File: config.mk
export PLATFORM = sky130hd
export DESIGN_NAME = heading_slew_toward_target
export DESIGN_NICKNAME = d
export VERILOG_FILES = /design/src/rtl/hst_pkg.sv /design/src/rtl/hst_ctrl.sv /design/src/rtl/hst_dp.sv /design/src/rtl/heading_slew_toward_target.sv
export SDC_FILE = /design/constraint.sdc
export NUM_CORES = 1
export LEC_CHECK = 0
export ABC_CLOCK_PERIOD_IN_PS = 8100
export BUFFER_PORTS_ARGS = -buffer_cell sky130_fd_sc_hd__buf_2
export CAP_MARGIN = 20
export CELL_PAD_IN_SITES_DETAIL_PLACEMENT = 1
export CELL_PAD_IN_SITES_GLOBAL_PLACEMENT = 1
export CORE_MARGIN = 5
export CORE_UTILIZATION = 50
export DETAILED_ROUTE_END_ITERATION = 7
export GPL_ROUTABILITY_DRIVEN = 0
export PLACE_DENSITY = 0.85
export SLEW_MARGIN = 20
export SYNTH_ARGS = -nofsm -noshare
export SYNTH_HDL_FRONTEND = slang
export SYNTH_SLANG_ARGS = --single-unit
File: constraint.sdc
create_clock -name clk -period 8.1 [get_ports clk]
set_input_delay 0.81 -clock clk [delete_from_list [all_inputs] [get_ports clk]]
set_output_delay 0.81 -clock clk [all_outputs]
set_load 0.01 [all_outputs]
File: src/rtl/hst_pkg.sv
// ============================================================================
// hst_pkg
// Shared types, widths and constants for the heading slew block.
// ============================================================================
`default_nettype none

package hst_pkg;

    // Coordinate and CORDIC sizing
    localparam int COORD_BITS   = 16;
    localparam int CORDIC_ITERS = 14;
    localparam int GUARD_SHIFT  = 20;
    localparam int DIFF_W       = COORD_BITS + 1;
    localparam int XY_W         = DIFF_W + GUARD_SHIFT + 3;
    localparam int Z_W          = 34;
    localparam int ITER_W       = $clog2(CORDIC_ITERS);
    localparam int TBL_LEN      = 24;
    localparam int TBL_IDX_W    = 5;

    // Angle rounding from Q30 to Q3.13
    localparam int ROUND_SHIFT  = 17;
    localparam int ROUND_BIAS   = 65536;
    localparam int ZR_W         = Z_W - ROUND_SHIFT;
    localparam int Q30_HALF_PI  = 1686629713;

    // Q3.13 angles
    localparam int ANG_W        = 16;
    localparam int ERR_W        = ANG_W + 1;
    localparam int ANG_PI       = 25736;
    localparam int ANG_TWO_PI   = 51472;

    // Configuration registers
    localparam int CFG_W        = 15;
    localparam int CFG_IDX_W    = 1;
    localparam logic [CFG_IDX_W-1:0] REG_ANGLE_THRESHOLD = 1'b0;
    localparam logic [CFG_IDX_W-1:0] REG_MAX_TURN_STEP   = 1'b1;
    localparam logic [CFG_W-1:0] THRESHOLD_RESET = 15'd410;
    localparam logic [CFG_W-1:0] TURN_STEP_RESET = 15'd2458;

    // Commands from the controller to the datapath
    typedef struct packed {
        logic              load;
        logic              rotate;
        logic [ITER_W-1:0] iter;
        logic              round;
        logic              wrap_err;
        logic              limit;
        logic              commit;
    } hst_cmd_t;

    // Arctangent of 2^-i in Q30 radians.
    function automatic logic signed [Z_W-1:0] atan_q30(input logic [TBL_IDX_W-1:0] idx);
        logic signed [Z_W-1:0] val;
        unique case (idx)
            5'd0:    val = Z_W'(843314857);
            5'd1:    val = Z_W'(497837829);
            5'd2:    val = Z_W'(263043837);
            5'd3:    val = Z_W'(133525159);
            5'd4:    val = Z_W'(67021687);
            5'd5:    val = Z_W'(33543516);
            5'd6:    val = Z_W'(16775851);
            5'd7:    val = Z_W'(8388437);
            5'd8:    val = Z_W'(4194283);
            5'd9:    val = Z_W'(2097149);
            5'd10:   val = Z_W'(1048575);
            5'd11:   val = Z_W'(524288);
            5'd12:   val = Z_W'(262144);
            5'd13:   val = Z_W'(131072);
            5'd14:   val = Z_W'(65536);
            5'd15:   val = Z_W'(32768);
            5'd16:   val = Z_W'(16384);
            5'd17:   val = Z_W'(8192);
            5'd18:   val = Z_W'(4096);
            5'd19:   val = Z_W'(2048);
            5'd20:   val = Z_W'(1024);
            5'd21:   val = Z_W'(512);
            5'd22:   val = Z_W'(256);
            5'd23:   val = Z_W'(128);
            default: val = '0;
        endcase
        return val;
    endfunction

endpackage

`default_nettype wire

File: src/rtl/hst_ctrl.sv
// ============================================================================
// hst_ctrl
// Sequencer for one heading update: load, CORDIC rotations, round, error
// wrap, turn limit and result commit into the output register.
// ============================================================================
`default_nettype none

module hst_ctrl (
    input  wire logic          clk,
    input  wire logic          rst_n,
    input  wire logic          in_valid,
    output logic               in_ready,
    output logic               out_valid,
    input  wire logic          out_ready,
    output hst_pkg::hst_cmd_t  cmd
);

    typedef enum logic [2:0] {
        ST_IDLE,
        ST_ITER,
        ST_ROUND,
        ST_ERR,
        ST_LIMIT,
        ST_DONE
    } state_t;

    localparam logic [hst_pkg::ITER_W-1:0] ITER_LAST =
        hst_pkg::ITER_W'(hst_pkg::CORDIC_ITERS - 1);

    state_t                      state_reg;
    state_t                      state_next;
    logic [hst_pkg::ITER_W-1:0]  iter_reg;
    logic [hst_pkg::ITER_W-1:0]  iter_next;
    logic                        out_valid_reg;
    logic                        out_valid_next;
    logic                        commit;

    // The result can be written when the output register is empty or drains now.
    assign commit    = (state_reg == ST_DONE) && (!out_valid_reg || out_ready);
    assign in_ready  = (state_reg == ST_IDLE);
    assign out_valid = out_valid_reg;

    // Command decode
    always_comb
    begin
        cmd          = '0;
        cmd.load     = in_valid && (state_reg == ST_IDLE);
        cmd.rotate   = (state_reg == ST_ITER);
        cmd.iter     = iter_reg;
        cmd.round    = (state_reg == ST_ROUND);
        cmd.wrap_err = (state_reg == ST_ERR);
        cmd.limit    = (state_reg == ST_LIMIT);
        cmd.commit   = commit;
    end

    // Next state
    always_comb
    begin
        state_next     = state_reg;
        iter_next      = iter_reg;
        out_valid_next = out_valid_reg;
        if (out_ready)
        begin
            out_valid_next = 1'b0;
        end
        unique case (state_reg)
            ST_IDLE:
            begin
                if (in_valid)
                begin
                    state_next = ST_ITER;
                    iter_next  = '0;
                end
            end
            ST_ITER:
            begin
                if (iter_reg == ITER_LAST)
                begin
                    state_next = ST_ROUND;
                end
                else
                begin
                    iter_next = iter_reg + 1'b1;
                end
            end
            ST_ROUND: state_next = ST_ERR;
            ST_ERR:   state_next = ST_LIMIT;
            ST_LIMIT: state_next = ST_DONE;
            ST_DONE:
            begin
                if (commit)
                begin
                    state_next     = ST_IDLE;
                    out_valid_next = 1'b1;
                end
            end
            default:  state_next = ST_IDLE;
        endcase
    end

    // State and registered outputs
    always_ff @(posedge clk or negedge rst_n)
    begin
        if (!rst_n)
        begin
            state_reg     <= ST_IDLE;
            iter_reg      <= '0;
            out_valid_reg <= 1'b0;
        end
        else
        begin
            state_reg     <= state_next;
            iter_reg      <= iter_next;
            out_valid_reg <= out_valid_next;
        end
    end

endmodule

`default_nettype wire

File: src/rtl/hst_dp.sv
// ============================================================================
// hst_dp
// Datapath: CORDIC vectoring for the bearing, heading error wrap, turn
// limiting, heading state, configuration and the output register.
// ============================================================================
`default_nettype none

module hst_dp (
    input  wire logic                                   clk,
    input  wire logic                                   rst_n,
    input  wire hst_pkg::hst_cmd_t                      cmd,
    input  wire logic                                   cfg_we,
    input  wire logic [hst_pkg::CFG_IDX_W-1:0]          cfg_index,
    input  wire logic [hst_pkg::CFG_W-1:0]              cfg_data,
    input  wire logic signed [hst_pkg::COORD_BITS-1:0]  agent_col,
    input  wire logic signed [hst_pkg::COORD_BITS-1:0]  agent_row,
    input  wire logic signed [hst_pkg::COORD_BITS-1:0]  goal_col,
    input  wire logic signed [hst_pkg::COORD_BITS-1:0]  goal_row,
    output logic signed [hst_pkg::ANG_W-1:0]            new_heading,
    output logic signed [hst_pkg::ANG_W-1:0]            heading_error,
    output logic                                        facing
);

    localparam int XY_W  = hst_pkg::XY_W;
    localparam int Z_W   = hst_pkg::Z_W;
    localparam int DW    = hst_pkg::DIFF_W;
    localparam int AW    = hst_pkg::ANG_W;
    localparam int EW    = hst_pkg::ERR_W;
    localparam int ZRW   = hst_pkg::ZR_W;

    localparam logic signed [Z_W-1:0] HALF_PI_Z = Z_W'(hst_pkg::Q30_HALF_PI);
    localparam logic signed [Z_W-1:0] BIAS_Z    = Z_W'(hst_pkg::ROUND_BIAS);
    localparam logic signed [ZRW-1:0] PI_ZR     = ZRW'(hst_pkg::ANG_PI);
    localparam logic signed [EW-1:0]  PI_E      = EW'(hst_pkg::ANG_PI);
    localparam logic signed [EW-1:0]  TWO_PI_E  = EW'(hst_pkg::ANG_TWO_PI);

    // Configuration and heading state
    logic [hst_pkg::CFG_W-1:0] thr_reg;
    logic [hst_pkg::CFG_W-1:0] max_step_reg;
    logic signed [AW-1:0]      heading_reg;

    // Working registers
    logic signed [XY_W-1:0]    x_reg;
    logic signed [XY_W-1:0]    y_reg;
    logic signed [Z_W-1:0]     z_reg;
    logic                      zero_reg;
    logic signed [AW-1:0]      desired_reg;
    logic signed [AW-1:0]      diff_reg;
    logic signed [AW-1:0]      step_reg;
    logic                      face_reg;

    // Output register
    logic signed [AW-1:0]      new_heading_reg;
    logic signed [AW-1:0]      heading_error_reg;
    logic                      facing_reg;

    // Load stage signals
    logic signed [DW-1:0]      dx;
    logic signed [DW-1:0]      dy;
    logic signed [DW-1:0]      px;
    logic signed [DW-1:0]      py;
    logic signed [Z_W-1:0]     pz;
    logic signed [XY_W-1:0]    x_init;
    logic signed [XY_W-1:0]    y_init;

    // Rotation signals
    logic signed [XY_W-1:0]    xs;
    logic signed [XY_W-1:0]    ys;
    logic signed [Z_W-1:0]     atan_val;
    logic signed [XY_W-1:0]    x_next;
    logic signed [XY_W-1:0]    y_next;
    logic signed [Z_W-1:0]     z_next;

    // Round, wrap, limit and commit signals
    logic signed [Z_W-1:0]     z_biased;
    logic signed [ZRW-1:0]     z_round;
    logic signed [AW-1:0]      desired_next;
    logic signed [EW-1:0]      raw_diff;
    logic signed [EW-1:0]      diff_wrap;
    logic signed [AW-1:0]      mag;
    logic signed [EW-1:0]      diff_ext;
    logic signed [EW-1:0]      max_pos;
    logic signed [EW-1:0]      max_neg;
    logic signed [EW-1:0]      step_lim;
    logic signed [EW-1:0]      turn_sum;
    logic signed [EW-1:0]      turn_wrap;
    logic signed [AW-1:0]      heading_next;

    // Coordinate differences and pre-rotation into the right half plane
    always_comb
    begin
        dx = DW'(goal_col) - DW'(agent_col);
        dy = DW'(goal_row) - DW'(agent_row);
        if (dx[DW-1])
        begin
            if (!dy[DW-1])
            begin
                px = dy;
                py = -dx;
                pz = HALF_PI_Z;
            end
            else
            begin
                px = -dy;
                py = dx;
                pz = -HALF_PI_Z;
            end
        end
        else
        begin
            px = dx;
            py = dy;
            pz = '0;
        end
        x_init = XY_W'(px) <<< hst_pkg::GUARD_SHIFT;
        y_init = XY_W'(py) <<< hst_pkg::GUARD_SHIFT;
    end

    // One CORDIC micro-rotation per cycle, driving y toward zero
    always_comb
    begin
        xs       = x_reg >>> cmd.iter;
        ys       = y_reg >>> cmd.iter;
        atan_val = hst_pkg::atan_q30(hst_pkg::TBL_IDX_W'(cmd.iter));
        if (!y_reg[XY_W-1])
        begin
            x_next = x_reg + ys;
            y_next = y_reg - xs;
            z_next = z_reg + atan_val;
        end
        else
        begin
            x_next = x_reg - ys;
            y_next = y_reg + xs;
            z_next = z_reg - atan_val;
        end
    end

    // Round the Q30 angle to Q3.13 and clamp to plus or minus pi; a zero difference gives zero
    always_comb
    begin
        z_biased = z_reg + BIAS_Z;
        z_round  = $signed(z_biased[Z_W-1:hst_pkg::ROUND_SHIFT]);
        if (zero_reg)
        begin
            desired_next = '0;
        end
        else if (z_round > PI_ZR)
        begin
            desired_next = AW'(PI_ZR);
        end
        else if (z_round < -PI_ZR)
        begin
            desired_next = AW'(-PI_ZR);
        end
        else
        begin
            desired_next = AW'(z_round);
        end
    end

    // Heading error, wrapped once into the range of plus or minus pi
    always_comb
    begin
        raw_diff = EW'(desired_reg) - EW'(heading_reg);
        priority if (raw_diff > PI_E)
        begin
            diff_wrap = raw_diff - TWO_PI_E;
        end
        else if (raw_diff < -PI_E)
        begin
            diff_wrap = raw_diff + TWO_PI_E;
        end
        else
        begin
            diff_wrap = raw_diff;
        end
    end

    // Facing test and turn limit
    always_comb
    begin
        mag      = diff_reg[AW-1] ? -diff_reg : diff_reg;
        diff_ext = EW'(diff_reg);
        max_pos  = $signed({{(EW - hst_pkg::CFG_W){1'b0}}, max_step_reg});
        max_neg  = -max_pos;
        priority if (diff_ext > max_pos)
        begin
            step_lim = max_pos;
        end
        else if (diff_ext < max_neg)
        begin
            step_lim = max_neg;
        end
        else
        begin
            step_lim = diff_ext;
        end
    end

    // New heading: snap when facing, otherwise turn and wrap
    always_comb
    begin
        turn_sum = EW'(heading_reg) + EW'(step_reg);
        priority if (turn_sum > PI_E)
        begin
            turn_wrap = turn_sum - TWO_PI_E;
        end
        else if (turn_sum < -PI_E)
        begin
            turn_wrap = turn_sum + TWO_PI_E;
        end
        else
        begin
            turn_wrap = turn_sum;
        end
        heading_next = face_reg ? desired_reg : AW'(turn_wrap);
    end

    // Configuration registers and heading state
    always_ff @(posedge clk or negedge rst_n)
    begin
        if (!rst_n)
        begin
            thr_reg      <= hst_pkg::THRESHOLD_RESET;
            max_step_reg <= hst_pkg::TURN_STEP_RESET;
            heading_reg  <= '0;
        end
        else
        begin
            if (cfg_we)
            begin
                unique case (cfg_index)
                    hst_pkg::REG_ANGLE_THRESHOLD: thr_reg      <= cfg_data;
                    hst_pkg::REG_MAX_TURN_STEP:   max_step_reg <= cfg_data;
                    default:                      thr_reg      <= thr_reg;
                endcase
            end
            if (cmd.commit)
            begin
                heading_reg <= heading_next;
            end
        end
    end

    // Working and output registers
    always_ff @(posedge clk)
    begin
        if (cmd.load)
        begin
            x_reg    <= x_init;
            y_reg    <= y_init;
            z_reg    <= pz;
            zero_reg <= (dx == '0) && (dy == '0);
        end
        if (cmd.rotate)
        begin
            x_reg <= x_next;
            y_reg <= y_next;
            z_reg <= z_next;
        end
        if (cmd.round)
        begin
            desired_reg <= desired_next;
        end
        if (cmd.wrap_err)
        begin
            diff_reg <= AW'(diff_wrap);
        end
        if (cmd.limit)
        begin
            step_reg <= AW'(step_lim);
            face_reg <= (mag[hst_pkg::CFG_W-1:0] < thr_reg);
        end
        if (cmd.commit)
        begin
            new_heading_reg   <= heading_next;
            heading_error_reg <= diff_reg;
            facing_reg        <= face_reg;
        end
    end

    assign new_heading   = new_heading_reg;
    assign heading_error = heading_error_reg;
    assign facing        = facing_reg;

endmodule

`default_nettype wire

File: src/rtl/heading_slew_toward_target.sv
// ============================================================================
// heading_slew_toward_target
// Rate-limited heading tracking toward a grid target.
// ============================================================================
// Usage:
// - Input channel (in_valid/in_ready) carries agent and goal grid coordinates.
//   A transfer happens when both are high; in_ready is high only while the
//   block is idle, so one item is in flight at a time.
// - Output channel (out_valid/out_ready) carries new_heading, heading_error
//   and facing from an output register. The next input is accepted while a
//   result still waits to be taken.
// - Sequence: the input transfer loads the operands, followed by 14 CORDIC
//   micro-rotations on a single shared shift-add unit, then round, error
//   wrap, turn limit and commit. The block is idle again the cycle after
//   commit, so it takes no new item until the previous one is committed.
// - If the receiver stalls, a finished item waits in the commit step until
//   the output register drains; the heading state updates only at commit.
// - Configuration: cfg_we with cfg_index 0 (angle threshold) or 1 (max turn
//   step) writes cfg_data; write only while idle.
// - Reset clears the heading to zero and loads the default threshold and turn
//   step; no output is valid after reset.
// ============================================================================
`default_nettype none

module heading_slew_toward_target (
    input  wire logic                                   clk,
    input  wire logic                                   rst_n,
    input  wire logic                                   cfg_we,
    input  wire logic [hst_pkg::CFG_IDX_W-1:0]          cfg_index,
    input  wire logic [hst_pkg::CFG_W-1:0]              cfg_data,
    input  wire logic                                   in_valid,
    output logic                                        in_ready,
    input  wire logic signed [hst_pkg::COORD_BITS-1:0]  agent_col,
    input  wire logic signed [hst_pkg::COORD_BITS-1:0]  agent_row,
    input  wire logic signed [hst_pkg::COORD_BITS-1:0]  goal_col,
    input  wire logic signed [hst_pkg::COORD_BITS-1:0]  goal_row,
    output logic                                        out_valid,
    input  wire logic                                   out_ready,
    output logic signed [hst_pkg::ANG_W-1:0]            new_heading,
    output logic signed [hst_pkg::ANG_W-1:0]            heading_error,
    output logic                                        facing
);

    hst_pkg::hst_cmd_t cmd;

    // Sequencer
    hst_ctrl u_ctrl (
        .clk       (clk),
        .rst_n     (rst_n),
        .in_valid  (in_valid),
        .in_ready  (in_ready),
        .out_valid (out_valid),
        .out_ready (out_ready),
        .cmd       (cmd)
    );

    // Arithmetic and state
    hst_dp u_dp (
        .clk           (clk),
        .rst_n         (rst_n),
        .cmd           (cmd),
        .cfg_we        (cfg_we),
        .cfg_index     (cfg_index),
        .cfg_data      (cfg_data),
        .agent_col     (agent_col),
        .agent_row     (agent_row),
        .goal_col      (goal_col),
        .goal_row      (goal_row),
        .new_heading   (new_heading),
        .heading_error (heading_error),
        .facing        (facing)
    );

endmodule

`default_nettype wire

==> metrics.md <==
| Metric | Value |
|---|---|
| Status | finished, final reports clean |
| First-pass GRT wire length | 153.7 mm |
| Crit Path Class | reg2reg |
| CTS tree | done |
| Clock latency on the worst-skew pair | between 0.5 and 0.6 ns |
| Initial core utilization | a little over 50% |
| Top_reg_cell synth | edfxtp_1 |
| Fin worst setup slack | ~0.9 ns |
| Endpoints failing hold | 0 |
| Vias in the first global route | around 28k |
| Seq/Total Area, Yosys | roughly a quarter |
| Final nets | 3640 |
| Syn Area/Cell | roughly 8.9 µm² |
| FF-to-FF path depth | 21 |
| Routed Antenna Nets | 0 |
| Residual DRC | 0 |
| Area share of the largest cell type after synthesis | 20.38% |
| Commonest cells in the netlist | o21ai_0 (259), nand2_1 (257), a21oi_1 (247) |
| Die area | ~0.063 mm² |
| Reg clk slew, reported paths | ~0.06 ns |
| Fmax | between 100 and 150 MHz |
| Top-count cell post-synth | o21ai_0 |
| Largest area contributor in the netlist | edfxtp_1 |
| Place WS | 0.9136 ns |
| Yosys warns | 0 |
| Critical path arrival | roughly 7.5 ns |
| PortBufs | approximately 120 |
| Via Count | ~27k |
| Clk_skew | around 0.026 ns |
| Initial antenna violation count | 2 |
| Nature of the critical path startpoint | register |
| Clk sinks | between 200 and 300 |
| Final worst path period share | a little under 90% |
| Overflow after GRT | 0 |
| Routed WL | between 90 and 100 mm |
| HPWL after DPL | between 70 and 80 mm |
| Yosys reg bits | ~250 |
| Worst Tran Pin Value | roughly 1.1 ns |
| Clk root buf | clkbuf_16 |
| DR vias/cell | about 6.6 |
| Minimum clock period | just over 7 ns |
| Synthesis-to-finish area growth | 8.277% |
| CTS-repair resized insts | 0 |
| Core area | 0.05759 mm² |
| Final TNS setup | 0 ns |
| Max-slew headroom at the worst pin | a little under a quarter |
| Synth area leaders | edfxtp_1 (20%), ha_1 (11%), mux4_2 (7.6%), xnor2_1 (6.0%), o21ai_0 (4.5%) |
| Syn Std Cell Area | 0.02902 mm² |
| Layout cells sized above 1 | 12.86% |
| Hold/Removal Path Class | in2async |
| Number of max-cap violations | 0 |
| Post-Synthesis Net Count | approximately 3.6k |
| EDFF count, synth | between 150 and 200 |
| H-tree levels | 2 |
| TritonCTS buffer count | 35 |
| Critical-path maximum fanout | 36 |
| RSZ-0062 raised after global routing | no |
| Worst Path Required | around 8.4 ns |
| Post-Synthesis Cells | ~3.3k |
| IO Pins | 120 |
| Pre-antenna DRT Iters | 5 |
| Total setup buffers inserted after CTS | 0 |
| DR WL/cell | around 24 µm |
| Hold_buf cts | 0 |
| Synth cell types | slightly above 100 |
| DIE HEIGHT | 250.9 µm |
| Slew Viols, Final | 0 |
| Largest net degree at the start of global routing | 76 |
| CP endpoint kind | register |
| 1st-iter DRT viols | around 2.1k |
| Async S/R FF share, synth | 21.51% |
| Total track usage | roughly 29% |
| Final setup viols | 0 |
| Max clock buf depth | 3 |
| Die width | roughly 250 µm |
| # rows | 88 |
[per-layer routing]
layer	wire, µm	GRT usage, %	vias to the layer above
li1	-	-	12275
met1	37410	35.35	13331
met4	3926	11.07	4
met5	22	0	-
met3	6926	5.090	273
met2	48310	52.89	1048
[critical path, stage by stage (launching register included)]
cell,delay [ns]
dfrtp_4,0.83
buf_12,0.31
mux4_1,0.68
mux4_2,0.55
nor4_2,0.35
nor3b_2,0.27
and3_1,0.28
and2_2,0.23
nor2_1,0.06
xor2_1,0.17
ha_1,0.38
a21oi_1,0.20
o21ai_0,0.11
a21o_1,0.19
a21oi_1,0.20
o21ai_0,0.16
a2111oi_0,0.89
o21bai_1,0.30
a21o_1,0.25
a21oi_1,0.20
xor2_1,0.17
o22ai_1,0.09
[final cells by class]
type / count / area (µm²)
Antenna cell: 1 / 2.502
Inverter: 172 / 646.9
Fill cell: 6738 / 26160
Clock buffer: 42 / 933.4
Clock inverter: 22 / 274.0
Sequential cell: 251 / 7296
Timing Repair Buffer: 144 / 795.8
Multi-Input combinational cell: 2698 / 20520
Tap cell: 765 / 957.2
[cells in the final DEF, fill, tap and decap left out, types with 60 or more instances in the layout]
| cell type | netlist | routed |
|---|---|---|
| a21o_1 | 75 | 75 |
| a21oi_1 | 247 | 246 |
| buf_2 | 24 | 119 |
| edfxtp_1 | 197 | 197 |
| ha_1 | 246 | 246 |
| inv_1 | 166 | 166 |
| mux2_2 | 60 | 60 |
| mux2i_1 | 95 | 95 |
| mux4_2 | 98 | 98 |
| nand2_1 | 257 | 257 |
| nand3_1 | 68 | 68 |
| nor2_1 | 240 | 240 |
| nor3_1 | 60 | 60 |
| o21ai_0 | 259 | 257 |
| xnor2_1 | 200 | 200 |
| xor2_1 | 118 | 118 |
[logic make-up (layout without fill, tap and decap cells)]
group                    Yosys count  after routing  synth area share, %
AO/OA/AOI/OAI                    946            946                20.58
XOR/XNOR                         318            318                9.596
adder cells (fa/ha/maj)          253            253                11.09
buffers and inverters            310            380                4.406
flip-flops                       251            251                25.09
multiplexers                     258            258                13.58
other                              0              1                    0
AND/OR/NAND/NOR                  923            923                15.67
[path summary, 6_finish.rpt]
path                                         start                  to  slack, ns
min in group clk                       cfg_data[3]     u_dp.thr_reg[3]       0.49
worst max-delay path            u_ctrl.iter_reg[0]      u_dp.y_reg[31]       0.90
worst max register to register  u_ctrl.iter_reg[0]      u_dp.y_reg[31]       0.90
max in group asynchronous                    rst_n  u_ctrl.iter_reg[1]       7.07
worst min-delay path                         rst_n    u_dp.thr_reg[11]       0.40
worst min register to register     u_dp.thr_reg[3]     u_dp.thr_reg[3]       0.52
[per-stage QoR]
step                cell area (µm²)  std cells  util (%)  hold slack, ns
floorplan                     29020       3259         -          0.4434
global placement              30190       4029     52.42          0.4836
detailed placement            30190       4029     52.42          0.5055
CTS                           31400       4093     54.52          0.4157
global route                  31420       4094     54.57          0.4640
finish                        31430       4095     54.57          0.4040
Power is left out: the tool's default activity adds up to more than one toggle a clock period on the data nets, which glitch-free logic cannot reach.
